<file path="config.mk">
export PLATFORM = sky130hd
export DESIGN_NAME = fsg_sqrt
export DESIGN_NICKNAME = d
export VERILOG_FILES = /design/src/sv/fsg_pkg.sv /design/src/sv/fsg_sqrt.sv
export SDC_FILE = /design/constraint.sdc
export NUM_CORES = 1
export LEC_CHECK = 0
export ABC_AREA = 1
export BUFFER_PORTS_ARGS = -buffer_cell sky130_fd_sc_hd__buf_2
export CAP_MARGIN = 25
export CORE_MARGIN = 4
export CORE_UTILIZATION = 42
export CTS_CLUSTER_SIZE = 28
export DETAILED_ROUTE_END_ITERATION = 7
export PLACE_DENSITY_LB_ADDON = 0.25
export SLEW_MARGIN = 40
export SYNTH_ARGS = -nofsm -noshare
export SYNTH_HDL_FRONTEND = slang
export SYNTH_SLANG_ARGS = --single-unit
</file>
<file path="constraint.sdc">
create_clock -name i_clk -period 5.6 [get_ports i_clk]
set_input_delay 0.84 -clock i_clk [delete_from_list [all_inputs] [get_ports i_clk]]
set_output_delay 0.84 -clock i_clk [all_outputs]
set_load 0.01 [all_outputs]
</file>
<file path="src/sv/fsg_pkg.sv">
// shared types, constants and the square-root step function for the follow speed governor
package fsg_pkg;

    localparam int unsigned CFG_IDX_W = 3;
    localparam int unsigned CFG_W     = 16;

    // register indexes on the configuration port
    localparam logic [CFG_IDX_W-1:0] CFG_REL_SPEED_EPSILON   = 3'd0;
    localparam logic [CFG_IDX_W-1:0] CFG_FOLLOW_TIME_FACTOR  = 3'd1;
    localparam logic [CFG_IDX_W-1:0] CFG_FOLLOW_MIN_DISTANCE = 3'd2;
    localparam logic [CFG_IDX_W-1:0] CFG_CRITICAL_MARGIN     = 3'd3;
    localparam logic [CFG_IDX_W-1:0] CFG_APPROACH_SPEED      = 3'd4;
    localparam logic [CFG_IDX_W-1:0] CFG_SLOWDOWN_FRACTION   = 3'd5;

    localparam logic [CFG_W-1:0] RST_REL_SPEED_EPSILON   = 16'd1;
    localparam logic [CFG_W-1:0] RST_FOLLOW_TIME_FACTOR  = 16'd737;
    localparam logic [CFG_W-1:0] RST_FOLLOW_MIN_DISTANCE = 16'd1280;
    localparam logic [CFG_W-1:0] RST_CRITICAL_MARGIN     = 16'd51;
    localparam logic [CFG_W-1:0] RST_APPROACH_SPEED      = 16'd853;
    localparam logic [CFG_W-1:0] RST_SLOWDOWN_FRACTION   = 16'd5243;

    // square root pipeline geometry
    localparam int unsigned ROOT_W    = 18;
    localparam int unsigned RAD_W     = 2 * ROOT_W;
    localparam int unsigned REM_W     = ROOT_W + 3;
    localparam int unsigned SQ_STEPS  = 3;
    localparam int unsigned SQ_STAGES = ROOT_W / SQ_STEPS;

    localparam int unsigned SPD_W = 17;   // own speed
    localparam int unsigned DOT_W = 20;   // leader speed along heading, signed

    typedef struct packed {
        logic        hazard;
        logic        light_hazard;
        logic [47:0] own_velocity;
        logic [47:0] lead_velocity;
        logic [47:0] heading;
        logic [15:0] distance_margin;
        logic [15:0] speed_cap;
    } t_in_item;

    typedef struct packed {
        logic        stop_req;
        logic [15:0] target_speed;
    } t_out_item;

    typedef struct packed {
        logic [CFG_W-1:0] rel_speed_epsilon;
        logic [CFG_W-1:0] follow_time_factor;
        logic [CFG_W-1:0] follow_min_distance;
        logic [CFG_W-1:0] critical_margin;
        logic [CFG_W-1:0] approach_speed;
        logic [CFG_W-1:0] slowdown_fraction;
    } t_cfg;

    // per-item fields that ride alongside the square roots
    typedef struct packed {
        logic                    act;
        logic [15:0]             margin;
        logic [15:0]             cap;
        logic signed [DOT_W-1:0] dot;
    } t_side;

    typedef struct packed {
        logic [RAD_W-1:0]  rad;
        logic [REM_W-1:0]  rem;
        logic [ROOT_W-1:0] root;
    } t_sqrt_st;

    // a few digit-by-digit square root steps, two radicand bits each
    function automatic t_sqrt_st sqrt_steps(input t_sqrt_st a);
        t_sqrt_st         st;
        logic [REM_W-1:0] sh;
        logic [REM_W-1:0] trial;
        st = a;
        for (int k = 0; k < SQ_STEPS; k++) begin
            sh    = {st.rem[REM_W-3:0], st.rad[RAD_W-1 -: 2]};
            trial = {1'b0, st.root, 2'b01};
            if (sh >= trial) begin
                st.rem  = sh - trial;
                st.root = {st.root[ROOT_W-2:0], 1'b1};
            end else begin
                st.rem  = sh;
                st.root = {st.root[ROOT_W-2:0], 1'b0};
            end
            st.rad = {st.rad[RAD_W-3:0], 2'b00};
        end
        return st;
    endfunction

endpackage

</file>
<file path="src/sv/fsg_sqrt.sv">
// pipelined integer square root, a few result bits per stage
module fsg_sqrt (
    input  logic                         i_clk,
    input  logic                         i_rst_n,
    input  logic                         i_valid,
    input  logic [fsg_pkg::RAD_W-1:0]    i_rad,
    output logic                         o_valid,
    output logic [fsg_pkg::ROOT_W-1:0]   o_root
);

    logic [fsg_pkg::SQ_STAGES-1:0] r_vld;
    fsg_pkg::t_sqrt_st             r_st [fsg_pkg::SQ_STAGES];
    fsg_pkg::t_sqrt_st             n_st [fsg_pkg::SQ_STAGES];

    for (genvar g = 0; g < fsg_pkg::SQ_STAGES; g++) begin : g_stage
        if (g == 0) begin : g_first
            fsg_pkg::t_sqrt_st src;
            always_comb begin
                src.rad  = i_rad;
                src.rem  = '0;
                src.root = '0;
                n_st[g]  = fsg_pkg::sqrt_steps(src);
            end
            always_ff @(posedge i_clk) begin
                if (!i_rst_n) begin
                    r_vld[g] <= 1'b0;
                end else begin
                    r_vld[g] <= i_valid;
                end
            end
        end else begin : g_next
            always_comb begin
                n_st[g] = fsg_pkg::sqrt_steps(r_st[g-1]);
            end
            always_ff @(posedge i_clk) begin
                if (!i_rst_n) begin
                    r_vld[g] <= 1'b0;
                end else begin
                    r_vld[g] <= r_vld[g-1];
                end
            end
        end
        always_ff @(posedge i_clk) begin
            r_st[g] <= n_st[g];
        end
    end

    assign o_valid = r_vld[fsg_pkg::SQ_STAGES-1];
    assign o_root  = r_st[fsg_pkg::SQ_STAGES-1].root;

endmodule

</file>
==> flow_metrics.tcl <==
set metrics [dict create \
    grt_pass1_vias 19772 \
    async_reset_ff_share_pct 0 \
    core_um2 48100 \
    fin_nets 3672 \
    tightestPinTransition_ns 0.521 \
    hpwl_mm 49.8 \
    mostFrequentLayoutCell "nand2_1" \
    vdd_drop_max_v 0.000277 \
    drtIter0Drc 1338 \
    overflow 0 \
    post_drt_wl_per_cell_um 14.8 \
    synth_cells 3222 \
    antenna_found_initial 0 \
    timing.final.ws_setup_ns 0.301 \
    hp-class "register to register" \
    worstPathArrival_ns 5.76 \
    rows 80 \
    initial_core_util_pct 42.9 \
    met2_usage_pct 38.5 \
    syn_avg_cell_area_um2 6.41 \
    end_kind "register" \
    grt_busiest_layer "met2" \
    vias_per_cell 5.04 \
    grt_pass1_wl_mm 97.8 \
    mostFrequentLayoutCells "nand2_1, inv_1, nor2_1" \
    cts_root_buffer "clkbuf_16" \
    yosys_most_used_dff "dfxtp_1" \
    die_w_um 230 \
    yosysSeqAreaShare_pct 24.6 \
    dr_total_vias 20778 \
    totalPowerFinal_uw 9490 \
    start_kind "register" \
    cts_tree "built" \
    design_area_um2 24500 \
    io_pins 58 \
    cp.required_ns 6.06 \
    synthesis.area_um2 20600 \
    drt_pass1_iterations 6 \
    cts_buffers 31 \
    clkSinkCount 254 \
    drc_errors 0 \
    antenna_left 0 \
    placed_cell_area_um2 22600 \
    hold_viol_final 0 \
    clk_latency_ns 0.59 \
    fin_crit_sh_pct 94.6 \
    synth_cell_types 53 \
    grt_use_met1_pct 28.8 \
    synth_xor_area_share_pct 5.64 \
    p_leak_uw 0.0127 \
    status "complete, no violations" \
    synth_mux_area_share_pct 0 \
    synth_top_family_by_area "simple AND/OR/NAND/NOR gates" \
    synth_edf_count 0 \
    slew_viol_final 0 \
    clock_skew_ns 0.0145 \
    gp_congestion 0.957 \
    track_usage_pct 22.1 \
    totalWireLength_mm 60.9 \
    die_area_um2 52800 \
    ys_seq_elements 254 \
    timing.final.crit_period_ns 5.30 \
    synth_compound_area_share_pct 12.2 \
    die_y_um 230 \
    maxSlewHeadroom_pct 64.9 \
    holdBufCountCts 0 \
    setup_viol 0 \
    grt_max_degree 32 \
    max_stage_delay_ns 0.40 \
    setup_tns_ns 0 \
    clkSlewWorstSetupHoldPaths_ns 0.06 \
    yosys_warnings 0 \
    io_buffers 57 \
    synth_fa_ha_area_share_pct 11.4 \
    synth-simple-area-share_pct 36.5 \
    area_growth_pct 18.7 \
    met3_usage_pct 2.48 \
    crit_path_top_delay_cell "ha_1" \
    crit_type "register to register" \
    clk_path_buf_depth 3 \
    cap_violations 0 \
    drive_gt1_share_pct 14.9 \
    dpl_worst_slack_ns -0.321 \
    holdWs_ns 0.321 \
    cp_max_fo 24 \
    p_per_area_nw_per_um2 387 \
    fmax_mhz 189 \
    cts-htree-levels 1 \
    cpMostUsedCell "nand2_1" \
]
-- worst max-delay path: cells and delay by family, from the launching register on --
family	cells	cell delay, ns
and+or+nand+nor	25	2.64
adders and majority gates	3	1.01
buffers and inverters	9	0.90
DFF	1	0.38
AOI/OAI and AO/OA	2	0.21
-- cells in the mapped netlist (all sizes together) (3+ instances only) --
| library cell | number | share of area, % |
|---|---|---|
| nand2 | 934 | 18 |
| xor2 | 72 | 3.1 |
| xnor2 | 61 | 2.6 |
| inv | 459 | 8.3 |
| a21o | 9 | 0.33 |
| clkbuf | 13 | 0.24 |
| a21boi | 5 | 0.18 |
| nor4 | 11 | 0.33 |
| ha | 188 | 11 |
| nand4 | 61 | 2.0 |
| o21bai | 9 | 0.33 |
| nand3b | 25 | 0.91 |
| nor3 | 36 | 0.90 |
| o21ai | 230 | 5.7 |
| dfxtp | 254 | 25 |
| nor3b | 4 | 0.15 |
| a211oi | 3 | 0.11 |
| o211ai | 5 | 0.18 |
| a31oi | 7 | 0.21 |
| or2 | 9 | 0.27 |
| a21oi | 182 | 4.5 |
| nand3 | 265 | 7.4 |
| and2 | 4 | 0.12 |
| clkinv | 6 | 0.11 |
| o21a | 8 | 0.29 |
| buf | 18 | 0.90 |
| nor2 | 332 | 6.8 |
-- layout make-up --
class	count	area (µm²)
Antenna cell	1	2.50
Sequential cell	254	5100
Fill cell	4921	23600
Multi-Input combinational cell	2476	14200
Timing Repair Buffer	217	1590
Inverter	465	1760
Tap cell	656	821
Clock buffer	40	880
Clock inverter	17	175
-- per-stage QoR --
step | util, % | cells
CTS | 49.2 | 4104
detailed placement | 46.9 | 4041
finish | 50.9 | 4126
floorplan | - | 3224
global route | 50.9 | 4125
global placement | 46.9 | 4041
-- repair_timing --
item                                    CTS  global route
buffers inserted                          6            17
endpoints found under the setup margin   18            76
cloned                                    0             4
pin swaps                                 2            24
resized for setup                         7           171
-- routing by layer --
layer | vias up | share of wire, %
li1 | 10935 | -
met1 | 9274 | 46
met2 | 467 | 47
met3 | 102 | 4.2
met4 | 0 | 2.9
met5 | - | 0
-- sequential cells by signal, summed over array words and instances, names as in the netlist --
name     count
r_vld        5
o_valid      1
r_st       248
-- logic make-up after synthesis --
| kind of cell | count (synthesis) |
|---|---|
| AO/OA/AOI/OAI | 467 |
| XOR/XNOR | 133 |
| adder cells (fa/ha/maj) | 188 |
| buffers and inverters | 496 |
| flip-flops | 254 |
| other | 1 |
| AND/OR/NAND/NOR | 1683 |
-- report_power, final --
group	switching [µW]	internal, µW	leakage, µW
combinational	3260	1870	0.0101
clock	836	1180	0.000520
sequential	234	2110	0.00212
-- worst paths after layout --
check        slack (ns)   startpoint          end  cells past startpoint
max reg2reg        0.30   r_st[3][9]  r_st[4][34]                     39
min                0.32  r_st[0][57]  r_st[1][63]                      0
min reg2reg        0.32  r_st[0][57]  r_st[1][63]                      0
max                0.30   r_st[3][9]  r_st[4][34]                     39
Power figures use the tool's default switching activity.
