--- config.mk ---
export PLATFORM = sky130hd
export DESIGN_NAME = fsg_back
export DESIGN_NICKNAME = d
export VERILOG_FILES = /design/src/sv/fsg_pkg.sv /design/src/sv/fsg_back.sv
export SDC_FILE = /design/constraint.sdc
export NUM_CORES = 2
export LEC_CHECK = 0
export BUFFER_PORTS_ARGS = -buffer_cell sky130_fd_sc_hd__buf_2
export CELL_PAD_IN_SITES_DETAIL_PLACEMENT = 0
export CELL_PAD_IN_SITES_GLOBAL_PLACEMENT = 1
export CORE_MARGIN = 2
export CORE_UTILIZATION = 49
export CTS_CLUSTER_SIZE = 20
export DETAILED_ROUTE_END_ITERATION = 8
export HOLD_SLACK_MARGIN = 0.06
export PLACE_DENSITY = 0.93
export SETUP_SLACK_MARGIN = 0.1
export SLEW_MARGIN = 15
export SYNTH_ARGS = -nofsm -noshare
export SYNTH_HDL_FRONTEND = slang
export SYNTH_SLANG_ARGS = --single-unit
--- constraint.sdc ---
create_clock -name i_clk -period 7.35 [get_ports i_clk]
set_input_delay 0.735 -clock i_clk [delete_from_list [all_inputs] [get_ports i_clk]]
set_output_delay 0.735 -clock i_clk [all_outputs]
set_load 0.005 [all_outputs]
--- src/sv/fsg_pkg.sv ---
// shared types, constants and the square-root step function for the follow speed governor
package fsg_pkg;

    localparam int unsigned CFG_IDX_W = 3;
    localparam int unsigned CFG_W     = 16;

    // register indexes on the configuration port
    localparam logic [CFG_IDX_W-1:0] CFG_REL_SPEED_EPSILON   = 3'd0;
    localparam logic [CFG_IDX_W-1:0] CFG_FOLLOW_TIME_FACTOR  = 3'd1;
    localparam logic [CFG_IDX_W-1:0] CFG_FOLLOW_MIN_DISTANCE = 3'd2;
    localparam logic [CFG_IDX_W-1:0] CFG_CRITICAL_MARGIN     = 3'd3;
    localparam logic [CFG_IDX_W-1:0] CFG_APPROACH_SPEED      = 3'd4;
    localparam logic [CFG_IDX_W-1:0] CFG_SLOWDOWN_FRACTION   = 3'd5;

    localparam logic [CFG_W-1:0] RST_REL_SPEED_EPSILON   = 16'd1;
    localparam logic [CFG_W-1:0] RST_FOLLOW_TIME_FACTOR  = 16'd737;
    localparam logic [CFG_W-1:0] RST_FOLLOW_MIN_DISTANCE = 16'd1280;
    localparam logic [CFG_W-1:0] RST_CRITICAL_MARGIN     = 16'd51;
    localparam logic [CFG_W-1:0] RST_APPROACH_SPEED      = 16'd853;
    localparam logic [CFG_W-1:0] RST_SLOWDOWN_FRACTION   = 16'd5243;

    // square root pipeline geometry
    localparam int unsigned ROOT_W    = 18;
    localparam int unsigned RAD_W     = 2 * ROOT_W;
    localparam int unsigned REM_W     = ROOT_W + 3;
    localparam int unsigned SQ_STEPS  = 3;
    localparam int unsigned SQ_STAGES = ROOT_W / SQ_STEPS;

    localparam int unsigned SPD_W = 17;   // own speed
    localparam int unsigned DOT_W = 20;   // leader speed along heading, signed

    typedef struct packed {
        logic        hazard;
        logic        light_hazard;
        logic [47:0] own_velocity;
        logic [47:0] lead_velocity;
        logic [47:0] heading;
        logic [15:0] distance_margin;
        logic [15:0] speed_cap;
    } t_in_item;

    typedef struct packed {
        logic        stop_req;
        logic [15:0] target_speed;
    } t_out_item;

    typedef struct packed {
        logic [CFG_W-1:0] rel_speed_epsilon;
        logic [CFG_W-1:0] follow_time_factor;
        logic [CFG_W-1:0] follow_min_distance;
        logic [CFG_W-1:0] critical_margin;
        logic [CFG_W-1:0] approach_speed;
        logic [CFG_W-1:0] slowdown_fraction;
    } t_cfg;

    // per-item fields that ride alongside the square roots
    typedef struct packed {
        logic                    act;
        logic [15:0]             margin;
        logic [15:0]             cap;
        logic signed [DOT_W-1:0] dot;
    } t_side;

    typedef struct packed {
        logic [RAD_W-1:0]  rad;
        logic [REM_W-1:0]  rem;
        logic [ROOT_W-1:0] root;
    } t_sqrt_st;

    // a few digit-by-digit square root steps, two radicand bits each
    function automatic t_sqrt_st sqrt_steps(input t_sqrt_st a);
        t_sqrt_st         st;
        logic [REM_W-1:0] sh;
        logic [REM_W-1:0] trial;
        st = a;
        for (int k = 0; k < SQ_STEPS; k++) begin
            sh    = {st.rem[REM_W-3:0], st.rad[RAD_W-1 -: 2]};
            trial = {1'b0, st.root, 2'b01};
            if (sh >= trial) begin
                st.rem  = sh - trial;
                st.root = {st.root[ROOT_W-2:0], 1'b1};
            end else begin
                st.rem  = sh;
                st.root = {st.root[ROOT_W-2:0], 1'b0};
            end
            st.rad = {st.rad[RAD_W-3:0], 2'b00};
        end
        return st;
    endfunction

endpackage

--- src/sv/fsg_back.sv ---
// back stages: follow distance and slowdown products, decision, final clamps
module fsg_back (
    input  logic                         i_clk,
    input  logic                         i_rst_n,
    input  logic                         i_valid,
    input  logic [fsg_pkg::ROOT_W-1:0]   i_speed,
    input  logic [fsg_pkg::ROOT_W-1:0]   i_rel,
    input  fsg_pkg::t_side               i_side,
    input  fsg_pkg::t_cfg                i_cfg,
    output logic                         o_done,
    output fsg_pkg::t_out_item           o_result
);

    logic [fsg_pkg::SPD_W-1:0] spd;

    logic                      r_v1;
    logic [fsg_pkg::SPD_W-1:0] r_spd;
    logic [32:0]               r_fprod;
    logic [32:0]               r_sprod;
    logic                      r_relgt;
    fsg_pkg::t_side            r_side1;

    logic [21:0]                        follow;
    logic [fsg_pkg::SPD_W-1:0]          n_floor;
    logic signed [fsg_pkg::DOT_W-1:0]   n_tgt;
    logic signed [fsg_pkg::DOT_W-1:0]   appr;
    logic                               n_stop;

    logic                               r_v2;
    logic signed [fsg_pkg::DOT_W-1:0]   r_tgt;
    logic [fsg_pkg::SPD_W-1:0]          r_floor;
    logic                               r_stop;
    logic [15:0]                        r_cap2;

    logic signed [fsg_pkg::DOT_W-1:0]   clamp;

    logic                               r_done;
    fsg_pkg::t_out_item                 r_res;

    assign spd = i_speed[fsg_pkg::SPD_W-1:0];

    always_ff @(posedge i_clk) begin
        if (!i_rst_n) begin
            r_v1 <= 1'b0;
            r_v2 <= 1'b0;
            r_done <= 1'b0;
        end else begin
            r_v1 <= i_valid;
            r_v2 <= r_v1;
            r_done <= r_v2;
        end
    end

    always_ff @(posedge i_clk) begin
        r_spd   <= spd;
        r_fprod <= 33'(i_cfg.follow_time_factor) * 33'(spd);
        r_sprod <= 33'(i_cfg.slowdown_fraction) * 33'(spd);
        r_relgt <= i_rel > fsg_pkg::ROOT_W'(i_cfg.rel_speed_epsilon);
        r_side1 <= i_side;
    end

    always_comb begin
        follow  = 22'(r_fprod[32:12]) + 22'(i_cfg.follow_min_distance);
        n_floor = r_spd - fsg_pkg::SPD_W'(r_sprod[32:16]);
        appr    = $signed(fsg_pkg::DOT_W'(i_cfg.approach_speed));
        n_tgt   = $signed(fsg_pkg::DOT_W'(r_side1.cap));
        n_stop  = 1'b0;
        if (r_side1.act) begin
            if (r_relgt) begin
                priority if (22'(r_side1.margin) > follow) begin
                    n_tgt = r_side1.dot;
                end else if (r_side1.margin > i_cfg.critical_margin) begin
                    n_tgt = (r_side1.dot > appr) ? r_side1.dot : appr;
                end else begin
                    n_stop = 1'b1;
                end
            end
            if (r_side1.margin < i_cfg.critical_margin) begin
                n_stop = 1'b1;
            end
        end
    end

    always_ff @(posedge i_clk) begin
        r_tgt   <= n_tgt;
        r_floor <= n_floor;
        r_stop  <= n_stop;
        r_cap2  <= r_side1.cap;
    end

    always_comb begin
        clamp = r_tgt;
        if (clamp < $signed(fsg_pkg::DOT_W'(r_floor))) begin
            clamp = $signed(fsg_pkg::DOT_W'(r_floor));
        end
        if (clamp > $signed(fsg_pkg::DOT_W'(r_cap2))) begin
            clamp = $signed(fsg_pkg::DOT_W'(r_cap2));
        end
        if (clamp < 0) begin
            clamp = '0;
        end
    end

    always_ff @(posedge i_clk) begin
        r_res.stop_req     <= r_stop;
        r_res.target_speed <= clamp[15:0];
    end

    assign o_done   = r_done;
    assign o_result = r_res;

endmodule

==> reports/results.ini <==
[logic_synthesis]
ys.warnings.count=0
ys_seq_area_share_pct=14.43
avgSynthCellArea_sq_um=9.272
async_flop_share_pct=0
synthesis.area_sq_mm=0.02539
synth.ff_latch_count=183
synth-edff-count=0
syn_nets=3675
synthCells=2738
synth_cell_type_count=72
synth_ff_type=dfxtp_1

[timing]
fin_tns_setup_ps=0
finClkSkew_ps=11.61
finalSetupViolations=0
rsz0062_at_grt=false
fin_crit_sh_pct=92.52
min_period_ps=6800
fin_ws_ps=549.7
slew_viol_final=0
max_freq_ghz=0.1471
report.final.hold_viol_count=0
relSlewSlack_pct=35.40
worst_slew_pin_slew_ps=965.0

[drt]
post_drt_wl_per_cell_microns=17.22
drt_wl_total_microns=62120
detail-route-antenna-nets=0
drc_errors=0
num_vias=19020
detail_route.iter0.violations=1231
drt_first_pass_iters=5
avgViaCountPerCell=5.272

[power]
p_leak_nw=14.68
pwr-share-comb_pct=80.1
seqPwrFrac_pct=12.3
power_frac_clock_pct=7.6
p_int_w=0.006320
vdd_drop_max_v=0.0005181
p_switching_w=0.005920
powerDensity_mw_per_mm2=439.4
switching_share_pct=48.37

[finish]
area_growth_pct=9.719
nFillCells=4601
final_core_util_pct=54.29
fin_cells=3608
drive_gt1_share_pct=11.01
final_common_cell=inv_1
final_cell_mix=580 x inv_1, 416 x fa_1, 333 x ha_1
design_area_sq_mm=0.02785
layout.nets=3848

[worst_setup_path]
reg2reg_depth=25
critPathLaunch=i_cfg[1]
worstSetupStartpointType=primary input
worstReg2RegEnd=o_result[5]
worstSetupEndpointType=flop
cp_data_required_time_ps=7720
critPathKind=primary input to flop
cp_max_fo=17
regToRegSetupSlack_ps=1590
critPathCapture=r_sprod[31]
crit_arrival_ps=7170
rr_startpoint=r_floor[1]

[clocking]
cts_tree=built
post_cts_buffers=0
cts_max_level=4
ctsHoldBuffers=0
insertion_delay_ps=450
clockBufferDepth=2
clkSlewWorstSetupHoldPaths_ps=70
cts_root_buf=clkbuf_16
cts_sinks=183
cts-resized-gates=0
cts_buffers=17

[place]
place_hpwl_microns=50970
gp_congestion=0.8927
placed_cell_area_sq_mm=0.02724
dp_worst_setup_slack_ps=155.5
place_inst=3572
portBuffers=204

[outcome]
status=completed

[global_routing]
grt_pass1_vias=20530
grt_max_degree=21
grt_pass1_wl_microns=100800
grt-ovfl-total=0
grtUsageTotal_pct=23.71
antenna_found_initial=8

[die]
rows=83
die_y_microns=231.6
pin_count=206
die_w_microns=231.6
core_sq_mm=0.05130
dieArea_sq_mm=0.05365
initial_core_util_pct=49.49

[job]
cap_violations=0

[min_path]
worst_hold_path_type=flop to flop

cells in the mapped netlist, drive strengths merged, types with 21 or more instances:
library cell  number  area share, %
inv              580            8.6
fa               416             33
ha               333             16
nand2            313            4.6
and2             269            6.6
dfxtp            183             14
clkbuf            87            1.3
nor2              67           0.99
a21oi             65            1.3
a21o              40            1.2
o21ai             40           0.83
xnor2             37            1.3
nor2b             36           0.89
xor2              24           0.83
nand4             21           0.52
worst min path at each step:
stage,startpoint,endpoint,slack [ps],cells past startpoint
2_1_floorplan,r_stop,o_result[16],310,0
3_3_place_gp,r_stop,o_result[16],320,0
3_5_place_dp,r_stop,o_result[16],310,0
4_1_cts,r_stop,o_result[16],330,0
5_1_grt,r_side1[33],r_cap2[13],360,0
6_report,r_stop,o_result[16],330,0
state kept, by name (all words and copies together), names as in the netlist:
signal	cells
o_done	1
o_result	17
r_cap2	16
r_floor	17
r_fprod	21
r_relgt	1
r_side1	53
r_spd	17
r_sprod	17
r_stop	1
r_tgt	20
r_v1	1
r_v2	1
power by group through the flow:
stage          logic (W)  clock network [W]  registers [W]
3_5_place_dp     0.00973                  0        0.00153
6_report         0.00980           0.000931        0.00151
2_1_floorplan    0.00751                  0        0.00149
4_1_cts          0.00985           0.000953        0.00151
5_1_grt           0.0112           0.000990        0.00154
3_3_place_gp     0.00942                  0        0.00152
cell type report:
| type | count | area (sq um) | area share [%] |
|---|---|---|---|
| diodes | 4 | 10.01 | 0.03594 |
| clock buffers | 18 | 439.2 | 1.577 |
| clock inverters | 14 | 163.9 | 0.5884 |
| inverters | 580 | 2177 | 7.816 |
| multi-input cells | 1878 | 19160 | 68.80 |
| flip-flops and latches | 183 | 3664 | 13.15 |
| well taps | 680 | 850.8 | 3.055 |
| repair buffers | 251 | 1386 | 4.977 |
cell families (layout without fill, tap and decap cells):
| group | Yosys count | in the layout | share of synthesized area, % |
|---|---|---|---|
| simple gates | 785 | 785 | 15.61 |
| fa+ha+maj | 749 | 749 | 49.22 |
| buf+inv | 677 | 863 | 10.08 |
| compound gates | 251 | 251 | 7.220 |
| flops | 183 | 183 | 14.43 |
| xor+xnor | 61 | 61 | 2.104 |
| mux | 32 | 32 | 1.336 |
| other cells | 0 | 4 | 0 |
worst max-delay path: stages:
cell and delay, ps:
buf_2 330, nand2_1 160, fa_1 540, fa_1 590
fa_1 450, fa_1 560, inv_1 50, fa_1 480
inv_1 60, fa_1 530, inv_1 40, ha_1 300
a211o_1 270, nor2_1 80, o21ai_0 260, a32o_1 390
a41o_1 260, o21a_1 220, o41ai_2 390, nand2b_1 140
a21oi_1 210, xnor2_1 130
per-stage QoR:
stage	hold slack, ps	power (W)
final	333.3	0.01224
after global routing	355.1	0.01371
after CTS	333.5	0.01231
after detailed placement	315.0	0.01126
after global placement	317.7	0.01095
after floorplan	309.6	0.008998
per-layer routing:
metal / vias up / share of wire [%] / GRT usage (%) / wire (microns)
met1: 9414 / 41 / 30.00 / 25740
li1: 8815 / - / - / -
met5: - / 0.064 / 0 / 40
met4: 6 / 2.9 / 8.654 / 1786
met2: 645 / 49 / 41.17 / 30240
met3: 140 / 7.0 / 3.482 / 4320
(Power assumes the default switching activity.)
